<file path="src/design/sfcs_pkg.sv">
// ----------------------------------------------------------------------------
// sfcs_pkg
// Shared types, constants and escape helpers for the serial frame
// checksum stuffer.
// ----------------------------------------------------------------------------
package sfcs_pkg;

  // special byte values on the serial line
  localparam logic [7:0] BYTE_ESC    = 8'hFD;
  localparam logic [7:0] BYTE_CLOSE  = 8'hFE;
  localparam logic [7:0] BYTE_FF     = 8'hFF;
  localparam logic [7:0] CODE_FF     = 8'h02;
  localparam logic [7:0] CODE_FE     = 8'h01;
  localparam logic [7:0] CODE_FD     = 8'h00;

  // queue between front and back
  localparam int unsigned QDepth  = 4;
  localparam int unsigned QPtrW   = $clog2(QDepth);
  localparam int unsigned QCountW = QPtrW + 1;

  // one queued beat: the byte, its last flag and the frame sum up to it
  typedef struct packed {
    logic [7:0]  data;
    logic        last;
    logic [15:0] sum;
  } entry_t;

  // byte needs a two-byte escape sequence
  function automatic logic needs_escape(input logic [7:0] b);
    needs_escape = (b == BYTE_FF) || (b == BYTE_CLOSE) || (b == BYTE_ESC);
  endfunction

  // second byte of an escape sequence
  function automatic logic [7:0] escape_code(input logic [7:0] b);
    logic [7:0] c;
    c = CODE_FD;
    case (b)
      BYTE_FF:    c = CODE_FF;
      BYTE_CLOSE: c = CODE_FE;
      default:    c = CODE_FD;
    endcase
    escape_code = c;
  endfunction

endpackage

</file>
<file path="src/design/sfcs_fifo.sv">
// ----------------------------------------------------------------------------
// sfcs_fifo
// Small register queue that decouples the front end from the output sequencer.
// ----------------------------------------------------------------------------
module sfcs_fifo
  import sfcs_pkg::*;
(
  input  logic   clk_i,
  input  logic   rst_ni,
  input  logic   push_i,
  input  entry_t push_data_i,
  input  logic   pop_i,
  output entry_t head_o,
  output logic   full_o,
  output logic   empty_o
);

  entry_t             mem_q [QDepth];
  logic [QPtrW-1:0]   wr_ptr_q, wr_ptr_d;
  logic [QPtrW-1:0]   rd_ptr_q, rd_ptr_d;
  logic [QCountW-1:0] count_q, count_d;

  assign full_o  = (count_q == QCountW'(QDepth));
  assign empty_o = (count_q == '0);
  assign head_o  = mem_q[rd_ptr_q];

  // pointer and fill count update
  always_comb begin
    wr_ptr_d = wr_ptr_q;
    rd_ptr_d = rd_ptr_q;
    count_d  = count_q;
    if (push_i) begin
      wr_ptr_d = wr_ptr_q + QPtrW'(1);
    end
    if (pop_i) begin
      rd_ptr_d = rd_ptr_q + QPtrW'(1);
    end
    case ({push_i, pop_i})
      2'b10:   count_d = count_q + QCountW'(1);
      2'b01:   count_d = count_q - QCountW'(1);
      default: count_d = count_q;
    endcase
  end

  always_ff @(posedge clk_i or negedge rst_ni) begin
    if (!rst_ni) begin
      wr_ptr_q <= '0;
      rd_ptr_q <= '0;
      count_q  <= '0;
    end else begin
      wr_ptr_q <= wr_ptr_d;
      rd_ptr_q <= rd_ptr_d;
      count_q  <= count_d;
    end
  end

  // entry storage, no reset needed
  always_ff @(posedge clk_i) begin
    if (push_i) begin
      mem_q[wr_ptr_q] <= push_data_i;
    end
  end

`ifndef SYNTHESIS
  // never push into a full queue
  assert property (@(posedge clk_i) disable iff (!rst_ni) push_i |-> !full_o)
    else $error("sfcs_fifo: push while full");
  // never pop from an empty queue
  assert property (@(posedge clk_i) disable iff (!rst_ni) pop_i |-> !empty_o)
    else $error("sfcs_fifo: pop while empty");
`endif

endmodule

</file>
<file path="src/design/sfcs_front.sv">
// ----------------------------------------------------------------------------
// sfcs_front
// Accepts frame bytes, keeps the wrapping 16-bit frame sum and queues each
// byte together with the sum that includes it.
// ----------------------------------------------------------------------------
module sfcs_front
  import sfcs_pkg::*;
(
  input  logic       clk_i,
  input  logic       rst_ni,
  input  logic       in_valid_i,
  output logic       in_ready_o,
  input  logic [7:0] data_byte_i,
  input  logic       last_byte_i,
  input  logic       q_full_i,
  output logic       push_o,
  output entry_t     push_data_o
);

  logic [15:0] sum_q, sum_d, sum_new;

  assign in_ready_o = !q_full_i;
  assign push_o     = in_valid_i && in_ready_o;
  assign sum_new    = sum_q + {8'h00, data_byte_i};

  // queued beat carries the updated sum
  always_comb begin
    push_data_o.data = data_byte_i;
    push_data_o.last = last_byte_i;
    push_data_o.sum  = sum_new;
  end

  // running sum, cleared at the end of each frame
  always_comb begin
    sum_d = sum_q;
    if (push_o) begin
      sum_d = last_byte_i ? 16'h0000 : sum_new;
    end
  end

  always_ff @(posedge clk_i or negedge rst_ni) begin
    if (!rst_ni) begin
      sum_q <= '0;
    end else begin
      sum_q <= sum_d;
    end
  end

endmodule

</file>
<file path="src/design/sfcs_back.sv">
// ----------------------------------------------------------------------------
// sfcs_back
// Output sequencer: sends each queued byte, and after the last byte of a
// frame the escaped checksum bytes and the closing byte.
// ----------------------------------------------------------------------------
module sfcs_back
  import sfcs_pkg::*;
(
  input  logic       clk_i,
  input  logic       rst_ni,
  input  entry_t     head_i,
  input  logic       q_empty_i,
  output logic       pop_o,
  output logic       out_valid_o,
  input  logic       out_ready_i,
  output logic [7:0] out_byte_o,
  output logic       frame_done_o
);

  typedef enum logic [5:0] {
    PH_DATA   = 6'b000001,
    PH_HI     = 6'b000010,
    PH_HI_ESC = 6'b000100,
    PH_LO     = 6'b001000,
    PH_LO_ESC = 6'b010000,
    PH_CLOSE  = 6'b100000
  } phase_e;

  phase_e     phase_q, phase_d;
  logic       valid_q, valid_d;
  logic [7:0] byte_q, byte_d;
  logic       done_q, done_d;
  logic       advance;
  logic [7:0] sum_hi, sum_lo;

  assign advance = !valid_q || out_ready_i;
  assign sum_hi  = head_i.sum[15:8];
  assign sum_lo  = head_i.sum[7:0];

  // next output beat and phase
  always_comb begin
    phase_d = phase_q;
    valid_d = valid_q;
    byte_d  = byte_q;
    done_d  = done_q;
    pop_o   = 1'b0;
    if (advance) begin
      valid_d = !q_empty_i;
      done_d  = 1'b0;
      if (!q_empty_i) begin
        unique case (phase_q)
          PH_DATA: begin
            byte_d = head_i.data;
            if (head_i.last) begin
              phase_d = PH_HI;
            end else begin
              pop_o = 1'b1;
            end
          end
          PH_HI: begin
            if (needs_escape(sum_hi)) begin
              byte_d  = BYTE_ESC;
              phase_d = PH_HI_ESC;
            end else begin
              byte_d  = sum_hi;
              phase_d = PH_LO;
            end
          end
          PH_HI_ESC: begin
            byte_d  = escape_code(sum_hi);
            phase_d = PH_LO;
          end
          PH_LO: begin
            if (needs_escape(sum_lo)) begin
              byte_d  = BYTE_ESC;
              phase_d = PH_LO_ESC;
            end else begin
              byte_d  = sum_lo;
              phase_d = PH_CLOSE;
            end
          end
          PH_LO_ESC: begin
            byte_d  = escape_code(sum_lo);
            phase_d = PH_CLOSE;
          end
          PH_CLOSE: begin
            byte_d  = BYTE_CLOSE;
            done_d  = 1'b1;
            phase_d = PH_DATA;
            pop_o   = 1'b1;
          end
          default: begin
            phase_d = PH_DATA;
          end
        endcase
      end
    end
  end

  always_ff @(posedge clk_i or negedge rst_ni) begin
    if (!rst_ni) begin
      phase_q <= PH_DATA;
      valid_q <= 1'b0;
    end else begin
      phase_q <= phase_d;
      valid_q <= valid_d;
    end
  end

  // output payload register
  always_ff @(posedge clk_i) begin
    byte_q <= byte_d;
    done_q <= done_d;
  end

  assign out_valid_o  = valid_q;
  assign out_byte_o   = byte_q;
  assign frame_done_o = done_q;

`ifndef SYNTHESIS
  // an escape phase always follows a shown escape byte
  assert property (@(posedge clk_i) disable iff (!rst_ni)
    (phase_q == PH_HI_ESC || phase_q == PH_LO_ESC) |-> valid_q && byte_q == BYTE_ESC)
    else $error("sfcs_back: escape phase without escape byte");
  // closing beat carries the closing byte
  assert property (@(posedge clk_i) disable iff (!rst_ni)
    (valid_q && done_q) |-> byte_q == BYTE_CLOSE && phase_q == PH_DATA)
    else $error("sfcs_back: frame end on wrong byte");
`endif

endmodule

</file>
<file path="src/design/serial_frame_checksum_stuffer.sv">
// ----------------------------------------------------------------------------
// serial_frame_checksum_stuffer
// Passes frame bytes through and appends an escaped 16-bit sum and a
// closing byte after the last one.
// ----------------------------------------------------------------------------
// Every input byte goes out unchanged, through the queue and the output
// register; the byte marked last is followed by the sum's high and low byte
// (0xFF, 0xFE and 0xFD sent as FD 02, FD 01, FD 00) and a closing 0xFE with
// frame_done_o set. The input side takes one beat per cycle while the
// four-entry queue has room; the output sequencer sends one beat per cycle
// while the receiver is ready, so a frame of n bytes becomes n plus 3 to 5
// output beats, and that tail fills the queue when frames come back to back.
module serial_frame_checksum_stuffer
  import sfcs_pkg::*;
(
  input  logic       clk_i,
  input  logic       rst_ni,
  input  logic       in_valid_i,
  output logic       in_ready_o,
  input  logic [7:0] data_byte_i,
  input  logic       last_byte_i,
  output logic       out_valid_o,
  input  logic       out_ready_i,
  output logic [7:0] out_byte_o,
  output logic       frame_done_o
);

  entry_t push_data, head;
  logic   push, pop, q_full, q_empty;

  // input side: sum and queue write
  sfcs_front u_front (
    .clk_i       (clk_i),
    .rst_ni      (rst_ni),
    .in_valid_i  (in_valid_i),
    .in_ready_o  (in_ready_o),
    .data_byte_i (data_byte_i),
    .last_byte_i (last_byte_i),
    .q_full_i    (q_full),
    .push_o      (push),
    .push_data_o (push_data)
  );

  // decoupling queue
  sfcs_fifo u_fifo (
    .clk_i       (clk_i),
    .rst_ni      (rst_ni),
    .push_i      (push),
    .push_data_i (push_data),
    .pop_i       (pop),
    .head_o      (head),
    .full_o      (q_full),
    .empty_o     (q_empty)
  );

  // output sequencer
  sfcs_back u_back (
    .clk_i        (clk_i),
    .rst_ni       (rst_ni),
    .head_i       (head),
    .q_empty_i    (q_empty),
    .pop_o        (pop),
    .out_valid_o  (out_valid_o),
    .out_ready_i  (out_ready_i),
    .out_byte_o   (out_byte_o),
    .frame_done_o (frame_done_o)
  );

endmodule

</file>
<file path="config.mk">
export PLATFORM = sky130hd
export DESIGN_NAME = serial_frame_checksum_stuffer
export DESIGN_NICKNAME = d
export VERILOG_FILES = /design/src/design/sfcs_pkg.sv /design/src/design/sfcs_fifo.sv /design/src/design/sfcs_front.sv /design/src/design/sfcs_back.sv /design/src/design/serial_frame_checksum_stuffer.sv
export SDC_FILE = /design/constraint.sdc
export NUM_CORES = 1
export LEC_CHECK = 0
export BUFFER_PORTS_ARGS = -buffer_cell sky130_fd_sc_hd__buf_2
export CAP_MARGIN = 30
export CORE_ASPECT_RATIO = 0.5
export CORE_UTILIZATION = 66
export DETAILED_ROUTE_END_ITERATION = 10
export GPL_ROUTABILITY_DRIVEN = 0
export MAX_ROUTING_LAYER = met4
export PLACE_DENSITY = 0.95
export SLEW_MARGIN = 25
export SYNTH_ARGS = -nofsm -noshare
export SYNTH_HDL_FRONTEND = slang
export SYNTH_SLANG_ARGS = --single-unit
</file>
<file path="constraint.sdc">
create_clock -name clk_i -period 4.7 [get_ports clk_i]
set_input_delay 0.94 -clock clk_i [delete_from_list [all_inputs] [get_ports clk_i]]
set_output_delay 0.94 -clock clk_i [all_outputs]
set_load 0.05 [all_outputs]
</file>
# Word-level counts from Yosys, hierarchy flattened
# Memory sizes are Yosys's and may differ from the RTL's.
# Cells that the tools add are included.
op_classes:
  addsub: 5
  n_eq_ne: 16
  mux: 18
  n_bitwise: 1
  reduce_logical: 14
ops:
  columns: ["op", "n"]
  rows:
  - ["8-bit equality test, second input constant", 6]
  - ["8-bit case mux with 6 select lines", 1]
  - ["6-bit case mux with 5 select lines", 1]
  - ["16-bit by 8-bit adder with 16-bit output", 1]
  - ["16-bit 2-to-1 mux", 1]
  - ["8-bit 2-to-1 mux", 2]
  - ["6-bit 2-to-1 mux", 2]
  - ["2-bit case mux with 2 select lines", 2]
  - ["6-bit by 1-bit equality test with 1-bit output, second input constant", 1]
  - ["6-bit by 2-bit equality test with 1-bit output, second input constant", 1]
  - ["6-bit by 3-bit equality test with 1-bit output, second input constant", 1]
  - ["6-bit by 4-bit equality test with 1-bit output, second input constant", 1]
  - ["6-bit by 5-bit equality test with 1-bit output, second input constant", 1]
  - ["6-bit equality test, second input constant", 1]
  - ["1-bit 2-to-1 mux", 6]
  - ["3-bit case mux with 2 select lines", 1]
  - ["3-bit AND reduction", 2]
  - ["6-bit nonzero test", 1]
  - ["1-bit logical OR", 5]
  - ["2-bit by 1-bit adder with 2-bit output, second input constant", 2]
  - ["4-bit 2-to-1 mux", 1]
  - ["3-bit by 1-bit adder with 3-bit output, second input constant", 1]
  - ["3-bit equality test, second input constant", 1]
  - ["1-bit zero test", 3]
  - ["other kinds (9)", 9]
totals:
  register_bits: 39
  ram_bits: 100
  out_inout_bits: 11
  memories: 1
mem_list:
  columns: ["memory", "depth", "width", "rd", "rd_ports_with_merged_regs", "wr", "line_no", "text"]
  rows:
  - ["u_fifo.mem_q", 4, 25, 1, 0, 1, "sfcs_fifo.sv:18", "entry_t mem_q [QDepth];"]

# Logic depth before layout (Yosys ltp)
# Gate-level depths: netlist of the first run.
# An unclocked memory read counts as a cell.
depth:
  depth_word: 7
  ltp_mapped: 12
  ltp_nobuf: 10

# Hierarchy
# A second synthesis of the first run with hierarchy kept.
unflattened:
  cells_unflattened: 416
  hier_area_um2: 6382.4
modules_own_cells:
  columns: ["mod", "instances", "cells_per_inst", "area_each_um2", "seq_area_each_um2"]
  rows:
  - ["sfcs_fifo", 1, 168, 4052.6, 3178.0]
  - ["sfcs_front", 1, 136, 1236.2, 400.4]
  - ["sfcs_back", 1, 112, 1093.5, 446.7]

# Least setup slack after synthesis of the first run
# Ideal clock, no wire load.
synth_timing:
  kind: "register to register"
  startpoint: "register u_fifo.count_q[0]"
  endpoint: "register u_fifo.count_q[2]"
  setup_time_ns: 0.079
  t_arrival_ns: 2.813
  t_required_ns: 4.621
  slack_ns: 1.808
  stages_incl_launch_ff: 13
  path_buffers: 2
  period_less_slack_ns: 2.892
  cell_sequence: "dfrtp_1 -> inv_1 -> nand3_1 -> and2_1 -> buf_2 -> clkinv_1 -> clkbuf_1 -> ha_1 -> inv_1 -> fa_1 -> xor2_1 -> nor2_1 -> xor2_1"
synth_between:
  elab_chain_len: 5
  word_cells_on_any_way: 12
  classes_between: "2 x add/sub; 3 x eq/ne; 3 x mux; 4 x reduce/logical"
synth_rtl:
  columns: ["element", "line_no", "text"]
  rows:
  - ["start: declaration", "sfcs_fifo.sv:21", "logic [QCountW-1:0] count_q, count_d;"]
  - ["start signal: assignment", "sfcs_fifo.sv:53", "count_q <= count_d;"]
  - ["3-bit equality test *", "sfcs_fifo.sv:23", "assign full_o = (count_q == QCountW'(QDepth));"]
  - ["1-bit zero test *", "sfcs_front.sv:22", "assign in_ready_o = !q_full_i;"]
  - ["via in_ready_o", "serial_frame_checksum_stuffer.sv:19", "output logic in_ready_o,"]
  - ["1-bit logical AND *", "sfcs_front.sv:23", "assign push_o = in_valid_i && in_ready_o;"]
  - ["2-bit by 1-bit equality test with 1-bit output or 2-bit equality test (tied branches)", "sfcs_fifo.sv:38", "case ({push_i, pop_i})"]
  - ["3-bit case mux with 2 select lines or 2-bit nonzero test (tied branches)", null, null]
# Mark *: on every way through the listed nets, which the timed path passes. The rest lies on a longest branch.
# A chain may end at the register's enable or synchronous reset.

==> results of run 1 <==
state kept, by name (all words and copies together), names as in the netlist:
signal	count
u_back.phase_q	6
u_back.out_valid_o	1
u_front.sum_q	16
u_back.frame_done_o	1
u_fifo.count_q	3
u_fifo.wr_ptr_q	2
u_fifo.mem_q	100
u_fifo.rd_ptr_q	2
u_back.out_byte_o	8
cell families after synthesis:
kind of cell	after synthesis	synth area share (%)
flops	139	64.8
mux	25	9.55
fa+ha+maj	15	3.26
buf+inv	35	2.64
xor+xnor	22	3.22
compound gates	74	8.12
simple gates	101	8.42
cells in the mapped netlist, drive strengths merged (2+ instances only):
cell type | number | share of area (%)
a41oi | 5 | 0.70
o21a | 2 | 0.24
a221oi | 6 | 0.85
xnor2 | 15 | 2.2
nand4b | 2 | 0.28
a21oi | 9 | 0.73
o21ai | 24 | 1.9
or3 | 4 | 0.40
and3 | 7 | 0.73
edfxtp | 109 | 53
nand2 | 20 | 1.3
fa | 2 | 0.64
inv | 14 | 0.85
nor2 | 32 | 2.0
nor3 | 4 | 0.32
mux4 | 25 | 9.5
o31ai | 5 | 0.60
and2 | 3 | 0.30
nand2b | 6 | 0.60
ha | 13 | 2.6
nor2b | 2 | 0.20
dfrtp | 29 | 12
nand4 | 2 | 0.30
a22o | 9 | 1.3
clkbuf | 11 | 0.66
nand3 | 11 | 0.97
buf | 9 | 1.1
a21o | 5 | 0.60
nand3b | 3 | 0.36
xor2 | 7 | 0.99
and4b | 2 | 0.32
routing by layer:
layer,vias up,track usage [%],wire length [microns]
met1,2062,49.6,6120
met5,-,-,0
li1,1654,-,-
met3,79,11.3,2180
met4,0,18.8,751
met2,446,56.0,7530
layout make-up:
type | count | area, sq um | share of cell area [%]
clock buffer | 22 | 454 | 6.46
clock inverter | 10 | 146 | 2.08
inverter | 15 | 56.3 | 0.801
multi-input combinational | 237 | 2020 | 28.8
sequential | 139 | 4030 | 57.3
tap | 117 | 146 | 2.08
timing repair buffer | 31 | 175 | 2.49
how the worst min path moves through the flow:
| stage | from | end | slack, ns |
|---|---|---|---|
| after global routing | u_fifo.count_q[2] | u_fifo.count_q[2] | 0.54 |
| after detailed placement | u_fifo.count_q[0] | u_fifo.count_q[0] | 0.49 |
| final | u_front.sum_q[7] | u_front.sum_q[7] | 0.52 |
| after global placement | u_front.sum_q[0] | u_front.sum_q[0] | 0.45 |
| after floorplan | u_front.sum_q[0] | u_front.sum_q[0] | 0.44 |
| after CTS | u_front.sum_q[7] | u_front.sum_q[7] | 0.52 |
worst max-delay path: cells and delay by family:
kind                       cells  cell delay, ns
AOI/OAI and AO/OA              1            0.24
xor gates and xnor gates       1            0.38
adders and majority gates      2            0.63
buffers and inverters          2            0.22
and+or+nand+nor                4            1.03
where the power goes:
group	internal [uW]	total (uW)	switching (uW)	leakage, uW
Sequential	1790	1940	155	0.00139
Clock	894	1400	509	0.000294
Combinational	587	1780	1190	0.000987
Total	3270	5120	1850	0.00267
metrics by stage:
stage / hold slack, ns / util, % / instances / worst slack, ns / cell area (sq um)
finish: 0.518 / 78.8 / 571 / 1.44 / 7030
detailed placement: 0.492 / 72.1 / 539 / 1.35 / 6430
global placement: 0.453 / 72.1 / 539 / 1.63 / 6430
global route: 0.536 / 78.8 / 571 / 1.36 / 7030
CTS: 0.517 / 78.8 / 571 / 1.58 / 7030
floorplan: 0.443 / - / 411 / 1.81 / 6210
==> impl_metrics.env, run 1 <==
export IMPL_drc=1
export IMPL_fin_crit_sh_pct=69.4
export IMPL_antenna_diode_count=0
export IMPL_worstPathRequired_ns=4.89
export IMPL_cap_violations=0
export IMPL_worstMarginPinSlew_ns=0.908
export IMPL_dieWidth_microns=139
export IMPL_endpoint_kind="register"
export IMPL_rsz0062_at_grt="no"
export IMPL_grt_max_degree=31
export IMPL_wl_mm=16.6
export IMPL_wl_per_cell_microns=29.0
export IMPL_final_nets=469
export IMPL_power_density_nw_per_um2=729
export IMPL_vias=4241
export IMPL_grt_overflow_total=0
export IMPL_ctsResizeCount=0
export IMPL_yosysSeqAreaShare_pct=64.8
export IMPL_fp_dieArea_sq_um=9830
export IMPL_yosys_register_bits=139
export IMPL_path_clk_slew_ns=0.06
export IMPL_report_final_slew_viol_count=0
export IMPL_post_cts_setup_buffer_count=0
export IMPL_fmax_mhz=307
export IMPL_ys_types=56
export IMPL_synth_area_sq_um=6210
export IMPL_die_y_microns=70.6
export IMPL_portBuffers=23
export IMPL_htreeDepth=4
export IMPL_hold_viol=0
export IMPL_rrSetupSlack_ns=1.73
export IMPL_grt_use_total_pct=38.1
export IMPL_crit_fanout=6
export IMPL_cts_tree="built"
export IMPL_p_leak_uw=0.00267
export IMPL_synth_flop_cell="edfxtp_1"
export IMPL_power_uw=5120
export IMPL_core_sq_um=8920
export IMPL_violations="design-rule violations"
export IMPL_path_cells="buf_2, ha_1, inv_1, fa_1, nor2b_1, o2111ai_1, nand3_1, and2_1, nand3_1, xnor2_1"
export IMPL_tns_ns=0
export IMPL_path_class="in2reg"
export IMPL_grt_first_pass_wirelength_mm=25.3
export IMPL_yosysWarnings=0
export IMPL_rr_endpoint="u_fifo.mem_q[0][10]"
export IMPL_setup_violations=0
export IMPL_drt_iter0_markers=931
export IMPL_drt_pass1_iter_count=9
export IMPL_grt_antenna_before_repair=0
export IMPL_synth_nets=439
export IMPL_clk_latency_ns=0.43
export IMPL_relSlewSlack_pct=39.5
export IMPL_cp_common_cell="nand3_1"
export IMPL_drtAntennaViolNets=0
export IMPL_pin_count=24
export IMPL_fin_skew_ns=0.0129
export IMPL_final_common_cell="edfxtp_1"
export IMPL_cp_slowest_cell="fa_1"
export IMPL_final_fill_count=408
export IMPL_worstSetupStartpointType="input port"
export IMPL_rows=24
export IMPL_viasPerCell=7.43
export IMPL_holdCritPathClass="reg2reg"
export IMPL_min_period_ns=3.26
export IMPL_synth_area_per_cell_sq_um=15.1
export IMPL_holdBufCountCts=0
export IMPL_grt_pass1_vias=4147
export IMPL_slowest_delay_ns=0.42
export IMPL_root_buffer="clkbuf_16"
export IMPL_cts_sinks=139
export IMPL_most_common_layout_cells="109 x edfxtp_1, 30 x nor2_1, 29 x dfrtp_1, 23 x buf_2, 20 x o21ai_0"
export IMPL_drive_gt1_share_pct=18.3
export IMPL_worstPathArrival_ns=3.45
export IMPL_synth_edf_count=109
export IMPL_rr_startpoint="u_front.sum_q[0]"
export IMPL_crit_path_end="u_fifo.mem_q[0][10]"
export IMPL_postSynthCellCount=411
export IMPL_async_flop_share_pct=21.6
export IMPL_crit_start="data_byte_i[0]"
export IMPL_hpwl_mm=8.75
export IMPL_initial_core_util_pct=69.7
export IMPL_worstHoldPathCells=1
export IMPL_ir_drop_v=0.000352
export IMPL_reg2reg_depth=9
export IMPL_cts_buffers=17
export IMPL_status="complete, but fails checks"
export IMPL_syn2layout_area_growth_pct=13.1
export IMPL_clockBufferDepth=2
No activity file was read; power rests on OpenSTA's default activity.
==> run 2, diff against run 1 <==
- CORE_UTILIZATION: 66 -> 61
- PLACE_DENSITY: 0.95 -> 0.9
- clock period: 4.7 -> 3.4 ns (I/O delays scaled with it)
==> run 2 against run 1 <==
Worst hold slack worse by 0.21 ns. Total power up 31%. The run now ends clean. Via count down 6.3%. Routed wire length down 12%. Worst setup slack worse by 0.96 ns. Utilization down 6.5 points. Count of clock-buffer cells in the layout down 4. Final cell count up 3.3%.
==> impl_metrics.env, run 2 (synthesis gave the netlist of run 1 again) <==
export IMPL_status="complete, no violations"
export IMPL_holdCritPathClass="in2async"
export IMPL_path_cells="buf_2, ha_1, inv_1, fa_1, nor2b_1, o2111ai_1, nand3_1, and2_1, nand3_1, xnor2_1"
export IMPL_fin_area_sq_um=6990
export IMPL_syn2layout_area_growth_pct=12.5
export IMPL_drt_iter0_markers=635
export IMPL_grt_first_pass_wirelength_mm=22.1
export IMPL_most_common_layout_cells="109 x edfxtp_1, 30 x nor2_1, 29 x dfrtp_1, 23 x buf_2, 20 x o21ai_0"
export IMPL_worstSetupStartpointType="input port"
export IMPL_dieWidth_microns=145
export IMPL_ctsResizeCount=0
export IMPL_drtAntennaViolNets=0
export IMPL_min_period_ns=2.92
export IMPL_grt_antenna_before_repair=0
export IMPL_vias=3974
export IMPL_path_delay_family="simple AND/OR/NAND/NOR gates"
export IMPL_drive_gt1_share_pct=18.9
export IMPL_root_buffer="clkbuf_16"
export IMPL_crit_fanout=6
export IMPL_worstPathArrival_ns=3.14
export IMPL_grt_overflow_total=0
export IMPL_ir_drop_v=0.000445
export IMPL_largest_reg_flops=100
export IMPL_fin_crit_sh_pct=86.0
export IMPL_hold_viol=0
export IMPL_cts_buffers=17
export IMPL_setup_slack_ns=0.477
export IMPL_holdBufCountCts=0
export IMPL_endpoint_kind="register"
export IMPL_pre_cts_slack_ns=0.420
export IMPL_stdcell_count=590
export IMPL_worstPathRequired_ns=3.62
export IMPL_cp_slowest_cell="fa_1"
export IMPL_fmax_mhz=342
export IMPL_clk_latency_ns=0.43
export IMPL_wl_mm=14.5
export IMPL_placed_cell_area_sq_um=6460
export IMPL_drt_pass1_iter_count=6
export IMPL_cp_common_cell="nand3_1"
export IMPL_slowest_delay_ns=0.48
export IMPL_cts_tree="built"
export IMPL_multi_input_area_sq_um=2020
export IMPL_relSlewSlack_pct=43.0
export IMPL_path_class="in2reg"
export IMPL_setup_violations=0
export IMPL_post_cts_setup_buffer_count=0
export IMPL_final_fill_count=514
export IMPL_grt_use_total_pct=31.3
export IMPL_reg2reg_depth=9
export IMPL_worstMarginPinSlew_ns=0.849
export IMPL_final_common_cell="edfxtp_1"
export IMPL_grt_pass1_vias=3753
export IMPL_final_nets=470
export IMPL_largest_register="u_fifo.mem_q"
export IMPL_htreeDepth=4
export IMPL_wl_per_cell_microns=24.7
export IMPL_fin_skew_ns=0.00829
export IMPL_crit_buf_inv=2
export IMPL_p_leak_uw=0.00263
export IMPL_viasPerCell=6.74
export IMPL_initial_core_util_pct=64.3
export IMPL_rr_endpoint="u_fifo.mem_q[3][10]"
export IMPL_rows=25
export IMPL_cts_sinks=139
export IMPL_path_clk_slew_ns=0.06
export IMPL_dp_cells=558
export IMPL_hpwl_mm=8.23
export IMPL_portBuffers=23
export IMPL_core_sq_um=9670
export IMPL_rsz0062_at_grt="no"
export IMPL_regArea_sq_um=4030
export IMPL_drc=0
export IMPL_power_density_nw_per_um2=963
export IMPL_grt_max_degree=31
export IMPL_rrSetupSlack_ns=0.49
export IMPL_die_y_microns=73.4
export IMPL_rr_startpoint="u_front.sum_q[0]"
export IMPL_clockBufferDepth=2
export IMPL_antenna_diode_count=0
export IMPL_report_final_slew_viol_count=0
export IMPL_pin_count=24
export IMPL_tns_ns=0
export IMPL_fp_dieArea_sq_um=10600
export IMPL_cap_violations=0
## run 2: worst max-delay path by stage
stage / startpoint / end / cells after the start
after global placement: data_byte_i[0] / u_fifo.mem_q[0][12] / 10
after CTS: data_byte_i[0] / u_fifo.mem_q[0][10] / 10
final: data_byte_i[0] / u_fifo.mem_q[3][10] / 10
after global routing: data_byte_i[0] / u_fifo.mem_q[0][10] / 10
after detailed placement: data_byte_i[0] / u_fifo.mem_q[2][12] / 10
after floorplan: u_fifo.count_q[0] / u_fifo.count_q[2] / 12
## run 2: routing by layer
metal	GRT usage, %	up-vias	part of all wire, %
li1	-	1659	-
met1	39.7	1953	39
met2	48.0	323	48
met3	9.84	39	11
met4	11.5	0	2.9
met5	-	-	0
## run 2: power by group
group / switching, uW / total [uW] / internal [uW]
Sequential: 217 / 2690 / 2470
Combinational: 1540 / 2350 / 814
Clock: 703 / 1690 / 988
Total: 2460 / 6730 / 4270
## run 2: layout make-up
type                            count  share of cell area [%]
Inverter                           15                   0.805
Tap cell                          135                    2.42
Multi-Input combinational cell    237                    28.9
Clock inverter                     14                    1.52
Sequential cell                   139                    57.6
Clock buffer                       18                    6.14
Timing Repair Buffer               32                    2.61
## run 2: metrics by stage
step / hold slack (ns) / power (uW) / utilization [%]
5_1_grt: 0.357 / 6960 / 72.3
3_5_place_dp: 0.470 / 4900 / 66.8
6_report: 0.310 / 6730 / 72.3
3_3_place_gp: 0.454 / 4790 / 66.8
2_1_floorplan: 0.384 / 4300 / -
4_1_cts: 0.323 / 6660 / 72.3
